## src/u2rtf_pkg.sv

```systemverilog
// ----------------------------------------------------------------------------
// u2rtf_pkg
// Shared types, constants and helpers of the UTF-8 to RTF text escaper.
// ----------------------------------------------------------------------------
`timescale 1ns / 1ps

package u2rtf_pkg;

    localparam int MAX_SEQUENCE_BYTES = 4;
    localparam int HELD_DEPTH         = 3;
    localparam int LIST_DEPTH         = HELD_DEPTH + 1;
    localparam int OUT_LIMIT          = 24;
    localparam int DIGIT_DEPTH        = 5;

    localparam logic [15:0] DIV10_RECIP = 16'd52429;
    localparam int          DIV10_SHIFT = 19;

    localparam logic [7:0] ASCII_LIMIT = 8'd128;
    localparam logic [7:0] CH_BSLASH   = 8'h5C;
    localparam logic [7:0] CH_LBRACE   = 8'h7B;
    localparam logic [7:0] CH_RBRACE   = 8'h7D;
    localparam logic [7:0] CH_LOWER_U  = 8'h75;
    localparam logic [7:0] CH_DASH     = 8'h2D;
    localparam logic [7:0] CH_ZERO     = 8'h30;
    localparam logic [7:0] CH_BLANK    = 8'h20;

    typedef enum logic [3:0] {
        ST_IDLE,
        ST_DISPATCH,
        ST_LOAD,
        ST_CONV,
        ST_BS,
        ST_U,
        ST_MINUS,
        ST_DIGIT,
        ST_SPACE,
        ST_PLAIN_BS,
        ST_PLAIN
    } state_t;

    typedef enum logic [1:0] {
        TAIL_NONE,
        TAIL_PLAIN,
        TAIL_PLAIN_ESC,
        TAIL_CODE
    } tail_t;

    typedef enum logic [2:0] {
        SEL_BS,
        SEL_U,
        SEL_MINUS,
        SEL_DIGIT,
        SEL_SPACE,
        SEL_PLAIN
    } char_sel_t;

    typedef struct packed {
        logic      accept;
        logic      esc_load;
        logic      conv_step;
        logic      emit;
        char_sel_t sel;
        logic      final_char;
    } cmd_t;

    typedef struct packed {
        logic  lone_pending;
        tail_t tail;
        logic  esc_neg;
        logic  quot_zero;
        logic  ndig_one;
        logic  out_free;
        logic  at_limit;
    } stat_t;

    // Sequence length announced by a lead byte, zero when it is no lead byte.
    function automatic logic [2:0] lead_len(input logic [7:0] b);
        logic [2:0] len;
        len = 3'd0;
        if (b[7:5] == 3'b110)
        begin
            len = 3'd2;
        end
        else if (b[7:4] == 4'b1110)
        begin
            len = 3'd3;
        end
        else if (b[7:3] == 5'b11110)
        begin
            len = 3'd4;
        end
        return len;
    endfunction

endpackage

```

## src/u2rtf_ctrl.sv

```systemverilog
// ----------------------------------------------------------------------------
// u2rtf_ctrl
// Sequencer: walks the escapes and plain characters of one input word and
// drives the datapath one character at a time.
// ----------------------------------------------------------------------------
`timescale 1ns / 1ps

module u2rtf_ctrl
(
    input  logic            clk,
    input  logic            rst_n,
    input  logic            in_valid,
    output logic            in_stall,
    input  u2rtf_pkg::stat_t st,
    output u2rtf_pkg::cmd_t  cmd
);

    u2rtf_pkg::state_t state_reg;
    u2rtf_pkg::state_t state_next;

    logic more;
    logic emit_ok;

    assign more    = st.lone_pending || (st.tail != u2rtf_pkg::TAIL_NONE);
    assign emit_ok = st.out_free;

    always_ff @(posedge clk or negedge rst_n)
    begin
        if (!rst_n)
        begin
            state_reg <= u2rtf_pkg::ST_IDLE;
        end
        else
        begin
            state_reg <= state_next;
        end
    end

    always_comb
    begin
        state_next = state_reg;
        case (state_reg)
            u2rtf_pkg::ST_IDLE:
            begin
                if (in_valid)
                begin
                    state_next = u2rtf_pkg::ST_DISPATCH;
                end
            end
            u2rtf_pkg::ST_DISPATCH:
            begin
                if (st.lone_pending || st.tail == u2rtf_pkg::TAIL_CODE)
                begin
                    state_next = u2rtf_pkg::ST_LOAD;
                end
                else if (st.tail == u2rtf_pkg::TAIL_PLAIN_ESC)
                begin
                    state_next = u2rtf_pkg::ST_PLAIN_BS;
                end
                else if (st.tail == u2rtf_pkg::TAIL_PLAIN)
                begin
                    state_next = u2rtf_pkg::ST_PLAIN;
                end
                else
                begin
                    state_next = u2rtf_pkg::ST_IDLE;
                end
            end
            u2rtf_pkg::ST_LOAD:
            begin
                state_next = u2rtf_pkg::ST_CONV;
            end
            u2rtf_pkg::ST_CONV:
            begin
                if (st.quot_zero)
                begin
                    state_next = u2rtf_pkg::ST_BS;
                end
            end
            u2rtf_pkg::ST_BS:
            begin
                if (emit_ok)
                begin
                    state_next = st.at_limit ? u2rtf_pkg::ST_IDLE : u2rtf_pkg::ST_U;
                end
            end
            u2rtf_pkg::ST_U:
            begin
                if (emit_ok)
                begin
                    if (st.at_limit)
                    begin
                        state_next = u2rtf_pkg::ST_IDLE;
                    end
                    else
                    begin
                        state_next = st.esc_neg ? u2rtf_pkg::ST_MINUS : u2rtf_pkg::ST_DIGIT;
                    end
                end
            end
            u2rtf_pkg::ST_MINUS:
            begin
                if (emit_ok)
                begin
                    state_next = st.at_limit ? u2rtf_pkg::ST_IDLE : u2rtf_pkg::ST_DIGIT;
                end
            end
            u2rtf_pkg::ST_DIGIT:
            begin
                if (emit_ok)
                begin
                    if (st.at_limit)
                    begin
                        state_next = u2rtf_pkg::ST_IDLE;
                    end
                    else if (st.ndig_one)
                    begin
                        state_next = u2rtf_pkg::ST_SPACE;
                    end
                end
            end
            u2rtf_pkg::ST_SPACE:
            begin
                if (emit_ok)
                begin
                    if (st.at_limit || !more)
                    begin
                        state_next = u2rtf_pkg::ST_IDLE;
                    end
                    else
                    begin
                        state_next = u2rtf_pkg::ST_DISPATCH;
                    end
                end
            end
            u2rtf_pkg::ST_PLAIN_BS:
            begin
                if (emit_ok)
                begin
                    state_next = st.at_limit ? u2rtf_pkg::ST_IDLE : u2rtf_pkg::ST_PLAIN;
                end
            end
            u2rtf_pkg::ST_PLAIN:
            begin
                if (emit_ok)
                begin
                    state_next = u2rtf_pkg::ST_IDLE;
                end
            end
            default:
            begin
                state_next = u2rtf_pkg::ST_IDLE;
            end
        endcase
    end

    always_comb
    begin
        cmd            = '0;
        cmd.sel        = u2rtf_pkg::SEL_BS;
        in_stall       = 1'b1;
        case (state_reg)
            u2rtf_pkg::ST_IDLE:
            begin
                in_stall   = 1'b0;
                cmd.accept = in_valid;
            end
            u2rtf_pkg::ST_DISPATCH:
            begin
                cmd.accept = 1'b0;
            end
            u2rtf_pkg::ST_LOAD:
            begin
                cmd.esc_load = 1'b1;
            end
            u2rtf_pkg::ST_CONV:
            begin
                cmd.conv_step = 1'b1;
            end
            u2rtf_pkg::ST_BS:
            begin
                cmd.emit = emit_ok;
                cmd.sel  = u2rtf_pkg::SEL_BS;
            end
            u2rtf_pkg::ST_U:
            begin
                cmd.emit = emit_ok;
                cmd.sel  = u2rtf_pkg::SEL_U;
            end
            u2rtf_pkg::ST_MINUS:
            begin
                cmd.emit = emit_ok;
                cmd.sel  = u2rtf_pkg::SEL_MINUS;
            end
            u2rtf_pkg::ST_DIGIT:
            begin
                cmd.emit = emit_ok;
                cmd.sel  = u2rtf_pkg::SEL_DIGIT;
            end
            u2rtf_pkg::ST_SPACE:
            begin
                cmd.emit       = emit_ok;
                cmd.sel        = u2rtf_pkg::SEL_SPACE;
                cmd.final_char = !more;
            end
            u2rtf_pkg::ST_PLAIN_BS:
            begin
                cmd.emit = emit_ok;
                cmd.sel  = u2rtf_pkg::SEL_BS;
            end
            u2rtf_pkg::ST_PLAIN:
            begin
                cmd.emit       = emit_ok;
                cmd.sel        = u2rtf_pkg::SEL_PLAIN;
                cmd.final_char = 1'b1;
            end
            default:
            begin
                cmd.accept = 1'b0;
            end
        endcase
    end

endmodule

```

## src/u2rtf_dp.sv

```systemverilog
// ----------------------------------------------------------------------------
// u2rtf_dp
// Datapath: sequence collector, list of lone bytes to flush, decimal digit
// unit and the output word register.
// ----------------------------------------------------------------------------
`timescale 1ns / 1ps

module u2rtf_dp
(
    input  logic             clk,
    input  logic             rst_n,
    input  logic [7:0]       in_byte,
    input  logic             end_of_text,
    input  logic             out_stall,
    output logic             out_valid,
    output logic [7:0]       out_char,
    output logic             last_char,
    input  u2rtf_pkg::cmd_t  cmd,
    output u2rtf_pkg::stat_t st
);

    localparam int LIST_W  = $clog2(u2rtf_pkg::LIST_DEPTH + 1);
    localparam int DIG_W   = $clog2(u2rtf_pkg::DIGIT_DEPTH + 1);
    localparam int CNT_W   = $clog2(u2rtf_pkg::OUT_LIMIT + 1);
    localparam int QUOT_W  = 32 - u2rtf_pkg::DIV10_SHIFT;

    // collector state
    logic [7:0]  held_reg [u2rtf_pkg::HELD_DEPTH];
    logic [1:0]  hc_reg;
    logic [1:0]  hc_next;
    logic [2:0]  el_reg;
    logic [2:0]  el_next;

    // flush list and tail of the current word
    logic [7:0]        list_reg [u2rtf_pkg::LIST_DEPTH];
    logic [7:0]        list_next [u2rtf_pkg::LIST_DEPTH];
    logic [LIST_W-1:0] len_reg;
    logic [LIST_W-1:0] len_next;
    logic [LIST_W-1:0] idx_reg;
    u2rtf_pkg::tail_t  tail_reg;
    u2rtf_pkg::tail_t  tail_next;
    logic [7:0]        plain_reg;
    logic              code_neg_reg;
    logic [15:0]       code_mag_reg;

    // escape and digit unit
    logic              esc_neg_reg;
    logic [15:0]       mag_reg;
    logic [3:0]        dig_reg [u2rtf_pkg::DIGIT_DEPTH];
    logic [DIG_W-1:0]  ndig_reg;

    logic [CNT_W-1:0]  cnt_reg;

    logic              out_valid_reg;
    logic [7:0]        out_char_reg;
    logic              last_reg;

    // accept decode
    logic       is_cont;
    logic       complete;
    logic       append;
    logic       flush;
    logic       add_b;
    logic       new_hold;
    logic       plain;
    logic [2:0] ll;
    logic       lead_ok;
    logic [4:0] lead_bits;
    logic [20:0] cp;
    logic [15:0] cp_low;

    logic [31:0]       prod;
    logic [QUOT_W-1:0] quot;
    logic [15:0]       quot_x10;
    logic [15:0]       rem_w;
    logic [7:0]        lone;
    logic [7:0]        char_sel;
    logic              out_free;

    assign is_cont = (in_byte[7:6] == 2'b10);
    assign ll      = u2rtf_pkg::lead_len(in_byte);
    assign lead_ok = (ll != 3'd0) && (32'(ll) <= u2rtf_pkg::MAX_SEQUENCE_BYTES);

    always_comb
    begin
        complete = 1'b0;
        append   = 1'b0;
        flush    = 1'b0;
        add_b    = 1'b0;
        new_hold = 1'b0;
        plain    = 1'b0;
        if (hc_reg != 2'd0 && is_cont && ({1'b0, hc_reg} + 3'd1 >= el_reg))
        begin
            complete = 1'b1;
        end
        else if (hc_reg != 2'd0 && is_cont && hc_reg < 2'(u2rtf_pkg::HELD_DEPTH))
        begin
            append = 1'b1;
            flush  = end_of_text;
            add_b  = end_of_text;
        end
        else if (hc_reg != 2'd0 && is_cont)
        begin
            flush = 1'b1;
            add_b = 1'b1;
        end
        else
        begin
            // broken or no sequence: flush what is held, then take the byte fresh
            flush = 1'b1;
            if (in_byte < u2rtf_pkg::ASCII_LIMIT)
            begin
                plain = 1'b1;
            end
            else if (lead_ok)
            begin
                add_b    = end_of_text;
                new_hold = !end_of_text;
            end
            else
            begin
                add_b = 1'b1;
            end
        end
    end

    always_comb
    begin
        hc_next = hc_reg;
        el_next = el_reg;
        if (new_hold)
        begin
            hc_next = 2'd1;
            el_next = ll;
        end
        else if (append && !flush)
        begin
            hc_next = hc_reg + 2'd1;
        end
        else
        begin
            hc_next = 2'd0;
            el_next = 3'd0;
        end
    end

    always_comb
    begin
        len_next = flush ? (LIST_W'(hc_reg) + LIST_W'(add_b)) : '0;
        for (int i = 0; i < u2rtf_pkg::LIST_DEPTH; i++)
        begin
            if (i < u2rtf_pkg::HELD_DEPTH && 2'(i) < hc_reg)
            begin
                list_next[i] = held_reg[i];
            end
            else
            begin
                list_next[i] = in_byte;
            end
        end
    end

    always_comb
    begin
        if (complete)
        begin
            tail_next = u2rtf_pkg::TAIL_CODE;
        end
        else if (plain)
        begin
            if (in_byte == u2rtf_pkg::CH_BSLASH || in_byte == u2rtf_pkg::CH_LBRACE ||
                in_byte == u2rtf_pkg::CH_RBRACE)
            begin
                tail_next = u2rtf_pkg::TAIL_PLAIN_ESC;
            end
            else
            begin
                tail_next = u2rtf_pkg::TAIL_PLAIN;
            end
        end
        else
        begin
            tail_next = u2rtf_pkg::TAIL_NONE;
        end
    end

    // code point of a finished sequence; only the low 16 bits matter
    always_comb
    begin
        case (el_reg)
            3'd2:    lead_bits = held_reg[0][4:0];
            3'd3:    lead_bits = {1'b0, held_reg[0][3:0]};
            default: lead_bits = {2'b0, held_reg[0][2:0]};
        endcase
        case (hc_reg)
            2'd1:    cp = 21'({lead_bits, in_byte[5:0]});
            2'd2:    cp = 21'({lead_bits, held_reg[1][5:0], in_byte[5:0]});
            default: cp = 21'({lead_bits[2:0], held_reg[1][5:0], held_reg[2][5:0],
                               in_byte[5:0]});
        endcase
    end

    assign cp_low = cp[15:0];

    // divide by ten through the reciprocal
    assign prod     = 32'(mag_reg) * 32'(u2rtf_pkg::DIV10_RECIP);
    assign quot     = prod[31:u2rtf_pkg::DIV10_SHIFT];
    assign quot_x10 = {quot, 3'b0} + {2'b0, quot, 1'b0};
    assign rem_w    = mag_reg - quot_x10;

    assign lone     = list_reg[idx_reg[1:0]];
    assign out_free = !out_valid_reg || !out_stall;

    always_ff @(posedge clk or negedge rst_n)
    begin
        if (!rst_n)
        begin
            hc_reg   <= '0;
            el_reg   <= '0;
            len_reg  <= '0;
            idx_reg  <= '0;
            tail_reg <= u2rtf_pkg::TAIL_NONE;
            ndig_reg <= '0;
            cnt_reg  <= '0;
        end
        else
        begin
            if (cmd.accept)
            begin
                hc_reg   <= hc_next;
                el_reg   <= el_next;
                len_reg  <= len_next;
                idx_reg  <= '0;
                tail_reg <= tail_next;
                cnt_reg  <= '0;
            end
            if (cmd.esc_load)
            begin
                ndig_reg <= '0;
                if (idx_reg < len_reg)
                begin
                    idx_reg <= idx_reg + LIST_W'(1);
                end
                else
                begin
                    tail_reg <= u2rtf_pkg::TAIL_NONE;
                end
            end
            if (cmd.conv_step)
            begin
                ndig_reg <= ndig_reg + DIG_W'(1);
            end
            if (cmd.emit)
            begin
                cnt_reg <= cnt_reg + CNT_W'(1);
                if (cmd.sel == u2rtf_pkg::SEL_DIGIT)
                begin
                    ndig_reg <= ndig_reg - DIG_W'(1);
                end
                if (cmd.sel == u2rtf_pkg::SEL_PLAIN)
                begin
                    tail_reg <= u2rtf_pkg::TAIL_NONE;
                end
            end
        end
    end

    always_ff @(posedge clk)
    begin
        if (cmd.accept)
        begin
            if (new_hold)
            begin
                held_reg[0] <= in_byte;
            end
            else if (append)
            begin
                held_reg[hc_reg] <= in_byte;
            end
            for (int i = 0; i < u2rtf_pkg::LIST_DEPTH; i++)
            begin
                list_reg[i] <= list_next[i];
            end
            plain_reg    <= in_byte;
            code_neg_reg <= cp_low[15];
            code_mag_reg <= cp_low[15] ? (~cp_low + 16'd1) : cp_low;
        end
        if (cmd.esc_load)
        begin
            if (idx_reg < len_reg)
            begin
                esc_neg_reg <= lone[7];
                mag_reg     <= lone[7] ? {8'b0, ~lone + 8'd1} : {8'b0, lone};
            end
            else
            begin
                esc_neg_reg <= code_neg_reg;
                mag_reg     <= code_mag_reg;
            end
        end
        if (cmd.conv_step)
        begin
            dig_reg[ndig_reg] <= rem_w[3:0];
            mag_reg           <= 16'(quot);
        end
    end

    always_comb
    begin
        case (cmd.sel)
            u2rtf_pkg::SEL_BS:    char_sel = u2rtf_pkg::CH_BSLASH;
            u2rtf_pkg::SEL_U:     char_sel = u2rtf_pkg::CH_LOWER_U;
            u2rtf_pkg::SEL_MINUS: char_sel = u2rtf_pkg::CH_DASH;
            u2rtf_pkg::SEL_DIGIT: char_sel = u2rtf_pkg::CH_ZERO |
                                             {4'b0, dig_reg[DIG_W'(ndig_reg - DIG_W'(1))]};
            u2rtf_pkg::SEL_SPACE: char_sel = u2rtf_pkg::CH_BLANK;
            u2rtf_pkg::SEL_PLAIN: char_sel = plain_reg;
            default:              char_sel = u2rtf_pkg::CH_BLANK;
        endcase
    end

    always_ff @(posedge clk or negedge rst_n)
    begin
        if (!rst_n)
        begin
            out_valid_reg <= 1'b0;
        end
        else if (cmd.emit)
        begin
            out_valid_reg <= 1'b1;
        end
        else if (!out_stall)
        begin
            out_valid_reg <= 1'b0;
        end
    end

    always_ff @(posedge clk)
    begin
        if (cmd.emit)
        begin
            out_char_reg <= char_sel;
            last_reg     <= cmd.final_char ||
                            (cnt_reg == CNT_W'(u2rtf_pkg::OUT_LIMIT - 1));
        end
    end

    assign out_valid = out_valid_reg;
    assign out_char  = out_char_reg;
    assign last_char = last_reg;

    assign st.lone_pending = idx_reg < len_reg;
    assign st.tail         = tail_reg;
    assign st.esc_neg      = esc_neg_reg;
    assign st.quot_zero    = (quot == '0);
    assign st.ndig_one     = (ndig_reg == DIG_W'(1));
    assign st.out_free     = out_free;
    assign st.at_limit     = (cnt_reg == CNT_W'(u2rtf_pkg::OUT_LIMIT - 1));

endmodule

```

## src/utf8_to_rtf_text_escaper.sv

```systemverilog
// ----------------------------------------------------------------------------
// utf8_to_rtf_text_escaper
// Turns a UTF-8 byte stream into RTF text: plain ASCII, escaped braces and
// backslash, and \uN escapes for multibyte and invalid bytes.
// ----------------------------------------------------------------------------
// One input byte is taken at a time; the input stalls until every character
// it causes has been loaded into the output word register. A plain character
// is written as it is, after a backslash when it is a brace or a backslash.
// Each \uN escape is set up in the dispatch and load states, its decimal
// digits come from the divide-by-ten unit, then each character is written in
// turn (backslash, u, optional minus, digits, space); a lone byte escape such
// as \u-61 and a negative 5-digit code point go the same way. A byte that
// flushes several held bytes repeats that per escape, up to 24 characters.
// The output register holds one word; a stall on the output side holds the
// sequencer.
`timescale 1ns / 1ps

module utf8_to_rtf_text_escaper
(
    input  logic       clk,
    input  logic       rst_n,
    input  logic       in_valid,
    output logic       in_stall,
    input  logic [7:0] in_byte,
    input  logic       end_of_text,
    output logic       out_valid,
    input  logic       out_stall,
    output logic [7:0] out_char,
    output logic       last_char
);

    u2rtf_pkg::cmd_t  cmd;
    u2rtf_pkg::stat_t st;

    u2rtf_ctrl u_ctrl
    (
        .clk      (clk),
        .rst_n    (rst_n),
        .in_valid (in_valid),
        .in_stall (in_stall),
        .st       (st),
        .cmd      (cmd)
    );

    u2rtf_dp u_dp
    (
        .clk         (clk),
        .rst_n       (rst_n),
        .in_byte     (in_byte),
        .end_of_text (end_of_text),
        .out_stall   (out_stall),
        .out_valid   (out_valid),
        .out_char    (out_char),
        .last_char   (last_char),
        .cmd         (cmd),
        .st          (st)
    );

endmodule
```

## config.mk

```make
export PLATFORM = sky130hd
export DESIGN_NAME = utf8_to_rtf_text_escaper
export DESIGN_NICKNAME = d
export VERILOG_FILES = /design/src/u2rtf_pkg.sv /design/src/u2rtf_ctrl.sv /design/src/u2rtf_dp.sv /design/src/utf8_to_rtf_text_escaper.sv
export SDC_FILE = /design/constraint.sdc
export NUM_CORES = 1
export LEC_CHECK = 0
export BUFFER_PORTS_ARGS = -buffer_cell sky130_fd_sc_hd__buf_2
export CAP_MARGIN = 0
export CORE_UTILIZATION = 58
export DETAILED_ROUTE_END_ITERATION = 8
export PLACE_DENSITY = 0.77
export SKIP_CTS_REPAIR_TIMING = 1
export SYNTH_ARGS = -nofsm -noshare
export SYNTH_HDL_FRONTEND = slang
export SYNTH_SLANG_ARGS = --single-unit
```

## constraint.sdc

```tcl
create_clock -name clk -period 5.46 [get_ports clk]
set_input_delay 0.819 -clock clk [delete_from_list [all_inputs] [get_ports clk]]
set_output_delay 0.819 -clock clk [all_outputs]
set_load 0.01 [all_outputs]
```

## Word level (Yosys, flattened, before mapping)

Memory sizes are Yosys's and may differ from the RTL's.
Cells that the tools add are included.
Widths: inputs -> output; s select.

- Add/subtract/negate cells: 11
- $mul: 1
- Order comparisons: 8
- Equal/unequal tests: 42
- Muxes and demuxes: 99
- Bitwise logic cells: 2
- Reduce and logical (&&, ||, !) cells: 29

Operators by type and width:

| cell | count |
|---|---|
| $mux 4 | 16 |
| $mux 3 | 15 |
| $pmux 4 s11 | 1 |
| $mux 1 | 40 |
| $mux 8 | 5 |
| $pmux 8 s5 | 1 |
| $mul 16x16->32 const B | 1 |
| $pmux 16 s2 | 1 |
| $mux 13 | 2 |
| $eq 8x7->1 const B | 3 |
| $pmux 4 s6 | 1 |
| $mux 2 | 11 |
| $ne 2x1->1 const B | 9 |
| $add 16x1->16 const B | 1 |
| $eq 4x3->1 const B | 4 |
| $eq 4x4->1 const B | 4 |
| $mux 16 | 1 |
| $not 16->16 | 1 |
| $mux 15 | 1 |
| $logic_not 13->1 | 1 |
| $eq 3x2->1 const B | 4 |
| $eq 5x5->1 const B | 2 |
| $mux 5 | 2 |
| $pmux 5 s2 | 1 |
| other kinds (37) | 64 |

- Register bits after elaboration: 77
- RAM bits: 76
- Bits of input ports: 13
- Output and inout bits: 11
- Logic and storage cells: 213
- Memories: 3

Memory list:

| memory | depth | width | rd ports | clocked after memory_dff | write ports | RTL line | text |
|---|---|---|---|---|---|---|---|
| u_dp.list_reg | 4 | 8 | 1 | 0 | 4 | u2rtf_dp.sv:35 | `logic [7:0] list_reg [u2rtf_pkg::LIST_DEPTH];` |
| u_dp.held_reg | 3 | 8 | 3 | 0 | 1 | u2rtf_dp.sv:28 | `logic [7:0] held_reg [u2rtf_pkg::HELD_DEPTH];` |
| u_dp.dig_reg | 5 | 4 | 1 | 0 | 1 | u2rtf_dp.sv:49 | `logic [3:0] dig_reg [u2rtf_pkg::DIGIT_DEPTH];` |

## Depth between registers and ports, before layout

- Depth in word-level cells: 16
- Depth in mapped cells: 23
- Gate-level depth less buffers: 22

## By module

A second synthesis with hierarchy kept.

- Cell total of the unflattened synthesis: 1147
- Area total of the unflattened synthesis: 12177.9 um^2

Modules (own cells, without submodules):

| module | times used | cells each | area each (um^2) | sequential area each (um^2) |
|---|---|---|---|---|
| u2rtf_dp | 1 | 1077 | 11664.9 | 4063.9 |
| u2rtf_ctrl | 1 | 70 | 513.0 | 100.1 |

## Worst setup path after synthesis

Ideal clock, no wire load.

- Path kind: reg-to-reg
- Start: register u_dp.mag_reg[2]
- End: register u_ctrl.state_reg[2]
- Setup time: 0.066 ns
- Arrival time: 5.835 ns
- Data required time: 5.394 ns
- Slack: -0.441 ns
- Stages on the path, launching flop included: 20
- Path buffers: 0
- Clock period less this slack: 5.901 ns
- Cell sequence: edfxtp_1 ha_1 inv_1 fa_1 inv_1 fa_1 fa_1 fa_1 inv_1 fa_1 inv_1 ha_1 and4_1 and3_2 o2111ai_2 a31o_1 o2bb2ai_2 or4b_1 nor4b_2 a31o_1

- Word-level cells in the longest chain between the ends: 4

Ends and longest elaborated chain:

| item | RTL line | text |
|---|---|---|
| from (decl) | u2rtf_dp.sv:48 | `logic [15:0] mag_reg;` |
| from (signal assigned) | u2rtf_dp.sv:293 | `mag_reg <= lone[7] ? {8'b0, ~lone + 8'd1} : {8'b0, lone};` |
| from (signal assigned) | u2rtf_dp.sv:298 | `mag_reg <= code_mag_reg;` |
| from (signal assigned) | u2rtf_dp.sv:304 | `mag_reg <= 16'(quot);` |
| $mul 16x16->32 | u2rtf_dp.sv:206 | `assign prod = 32'(mag_reg) * 32'(u2rtf_pkg::DIV10_RECIP);` |
| $logic_not 13->1 | u2rtf_dp.sv:355 | `assign st.quot_zero = (quot == '0);` |
| $ne 2x2->1 (no source line) | -- |  |
| $reduce_and 10->1 (no source line) | -- |  |
| to (signal assigned) | u2rtf_ctrl.sv:31 | `state_reg <= u2rtf_pkg::ST_IDLE;` |
| to (signal assigned) | u2rtf_ctrl.sv:35 | `state_reg <= state_next;` |
| to (decl) | u2rtf_ctrl.sv:18 | `u2rtf_pkg::state_t state_reg;` |

Every way passes these cells.
A chain may end at the register's enable or synchronous reset.

## Worst setup path after layout

- Start: register u_dp.mag_reg[4]
- End: register u_ctrl.state_reg[2]

Same word-level chain as after synthesis.

==> impl_results.md <==
- Htree depth: 4
- Final period util: 1.067
- Cell with the most instances after synthesis: inv_1
- Synth area leaders: edfxtp_1 29%, ha_1 16%, fa_1 13%
- Top cells by count, synth: 192 x inv_1, 158 x ha_1, 115 x edfxtp_1
- Synth warn: 0
- Avg Vias per Cell: 5.915
- Root Buffer: clkbuf_16
- Finish-stage setup viols: 14
- Worst min path class: in2async
- Cells after Synth: 1119
- Filler Cell Count: 1365
- Core Footprint: 20300 um^2
- Height of the chip: 146.1 um
- Max cap viols: 0
- Antenna Violating Nets Remaining: 0
- GRT Overall Usage: 0.2817
- Sequential share of the synthesized area: 0.3457
- CTS tree: done
- FF-to-FF path depth: 18
- Critical path type: reg2reg
- Post-synth EDFFs: 115
- Die area: 21350 um^2
- IO Port Bufs: 23
- Per-cell routed wire length: 19.87 um
- CP Capture Type: flip-flop
- Num CTS Buffers: 17
- Synthesized area: 12040 um^2
- Clk_lat worst skew: 0.42 ns
- Status: finished, violations left
- Worst slew pin tran: 1.079 ns
- Synth Area per Inst: 10.76 um^2
- Largest fanout on the critical path: 6
- Gpl congestion: 0.9444
- Total global routing overflow: 0
- Post-synth top area cell: edfxtp_1
- Final hold violations: 0
- Via count: 9092
- Chip width: 146.1 um
- Total negative setup slack: -2.125 ns
- Cell Rows: 52
- Flop2flop setup slack: -0.36 ns
- WL final: 30530 um
- Worst r2r src: u_dp.mag_reg[4]
- Fmax: 171.7 MHz
- DPL Wire Length: 22860 um
- Area grow syn2layout: 21.60%
- CP Launch Type: flip-flop
- Clk sinks: 144
- Iteration-0 DRC Markers: 830
- First-pass GRT wire length: 46330 um
- Setup slack after layout: -0.3646 ns
- Synth Flop Type: edfxtp_1
- CP required: 5.81 ns
- Vias in the first global route: 8874
- Crit path time final: 5.825 ns
- Worst R2R End: u_ctrl.state_reg[2]
- Clock-pin slew on the worst setup and hold paths: 0.07 ns
- Netlist cell types: 80
- CP Data Arrival Time: 6.18 ns
- IO Pins: 24
- Top-area cell type share of the netlist area: 0.2867
- Failing checks: setup timing
- Minimum hold slack: 0.4085 ns
- Share of cells above drive strength 1: 0.2620
- Remaining routing DRC violations: 0
- Starting density of the core: 0.5933
- Clk buf depth: 2
- First-pass DRT Iterations: 5
- # nets final: 1504
- Worst rel slew slack: 0.2789
- Skew final: 0.01316 ns
- # diodes: 0
- Initial antenna violation count: 0
- Flop and latch count out of synthesis: 144
- Mapped Nets: 1369
- Synth async-reset ratio: 0.1806
- RSZ-0062 raised after global routing: true
- Pins over their slew limit: 0
- Largest net degree at the start of global routing: 60
layer usage:
| metal | wire length, um | track usage | vias up |
|---|---|---|---|
| met5 | 0 | 0 | - |
| met4 | 939 | 0.08750 | 0 |
| met3 | 1878 | 0.04125 | 60 |
| met2 | 14980 | 0.4682 | 340 |
| met1 | 12740 | 0.3834 | 4486 |
| li1 | - | - | 4206 |
per-stage QoR:
| stage | setup WS, ns | cell area, um^2 | cells | utilization |
|---|---|---|---|---|
| 6_report | -0.3646 | 14650 | 1537 | 0.7215 |
| 5_1_grt | -0.5265 | 14650 | 1537 | 0.7215 |
| 4_1_cts | -0.4305 | 13960 | 1522 | 0.6876 |
| 3_5_place_dp | -0.3951 | 13360 | 1490 | 0.6579 |
| 3_3_place_gp | -0.3415 | 13360 | 1490 | 0.6579 |
| 2_1_floorplan | 0.003966 | 12220 | 1119 | - |
layout make-up:
cell class / instances / area [um^2] / share of cell area
multi-input combinational: 753 / 7749 / 0.5291
sequential: 144 / 4164 / 0.2843
timing repair buffer: 146 / 1070 / 0.07305
inverter: 192 / 723.2 / 0.04938
clock buffer: 18 / 429.2 / 0.02930
tap: 270 / 337.8 / 0.02307
clock inverter: 14 / 172.7 / 0.01179
layout by cell type, fill, tap and decap left out, types with 20 or more instances in the layout:
master / Yosys / layout
buf_4: 0 / 117
o21ai_0: 45 / 37
nand2_1: 93 / 91
fa_1: 79 / 76
a21oi_1: 46 / 34
mux2_2: 20 / 20
ha_4: 0 / 29
inv_1: 192 / 174
nor2_1: 37 / 33
edfxtp_1: 115 / 115
ha_1: 158 / 128
buf_2: 3 / 23
nand3_1: 32 / 32
dfrtp_1: 26 / 26
worst max path at each step:
stage,startpoint,endpoint,slack [ns],cells after the start
floorplan,u_dp.mag_reg[2],u_ctrl.state_reg[2],0.004,18
global placement,u_dp.mag_reg[11],u_ctrl.state_reg[2],-0.34,20
detailed placement,u_dp.mag_reg[3],u_ctrl.state_reg[1],-0.40,20
CTS,u_dp.mag_reg[3],u_ctrl.state_reg[1],-0.43,20
global route,u_dp.mag_reg[1],u_ctrl.state_reg[2],-0.53,23
finish,u_dp.mag_reg[4],u_ctrl.state_reg[2],-0.36,18
logic make-up (layout without fill, tap and decap cells):
group | after synthesis | in the layout | synth area share
fa+ha+maj | 237 | 237 | 0.2955
xor+xnor | 40 | 40 | 0.02909
buf+inv | 222 | 370 | 0.07095
flops | 144 | 144 | 0.3457
compound gates | 194 | 194 | 0.1108
mux | 40 | 40 | 0.04779
simple gates | 242 | 242 | 0.1001
worst max-delay path, stage by stage, from the launching register on:
cell and delay [ns]:
edfxtp_1 0.48, ha_4 0.33, inv_2 0.04, fa_1 0.57, inv_2 0.05, fa_2 0.52
fa_2 0.43, fa_1 0.53, fa_1 0.47, ha_4 0.34, and4_4 0.24, and3_4 0.22
o2111ai_4 0.11, a31o_1 0.24, o2bb2ai_2 0.12, or4b_4 0.51, nor4b_4 0.22, buf_4 0.19
a31o_1 0.14
Power is not shown: default switching activity piles up to over one toggle a cycle in this logic, so the estimate is an artifact.
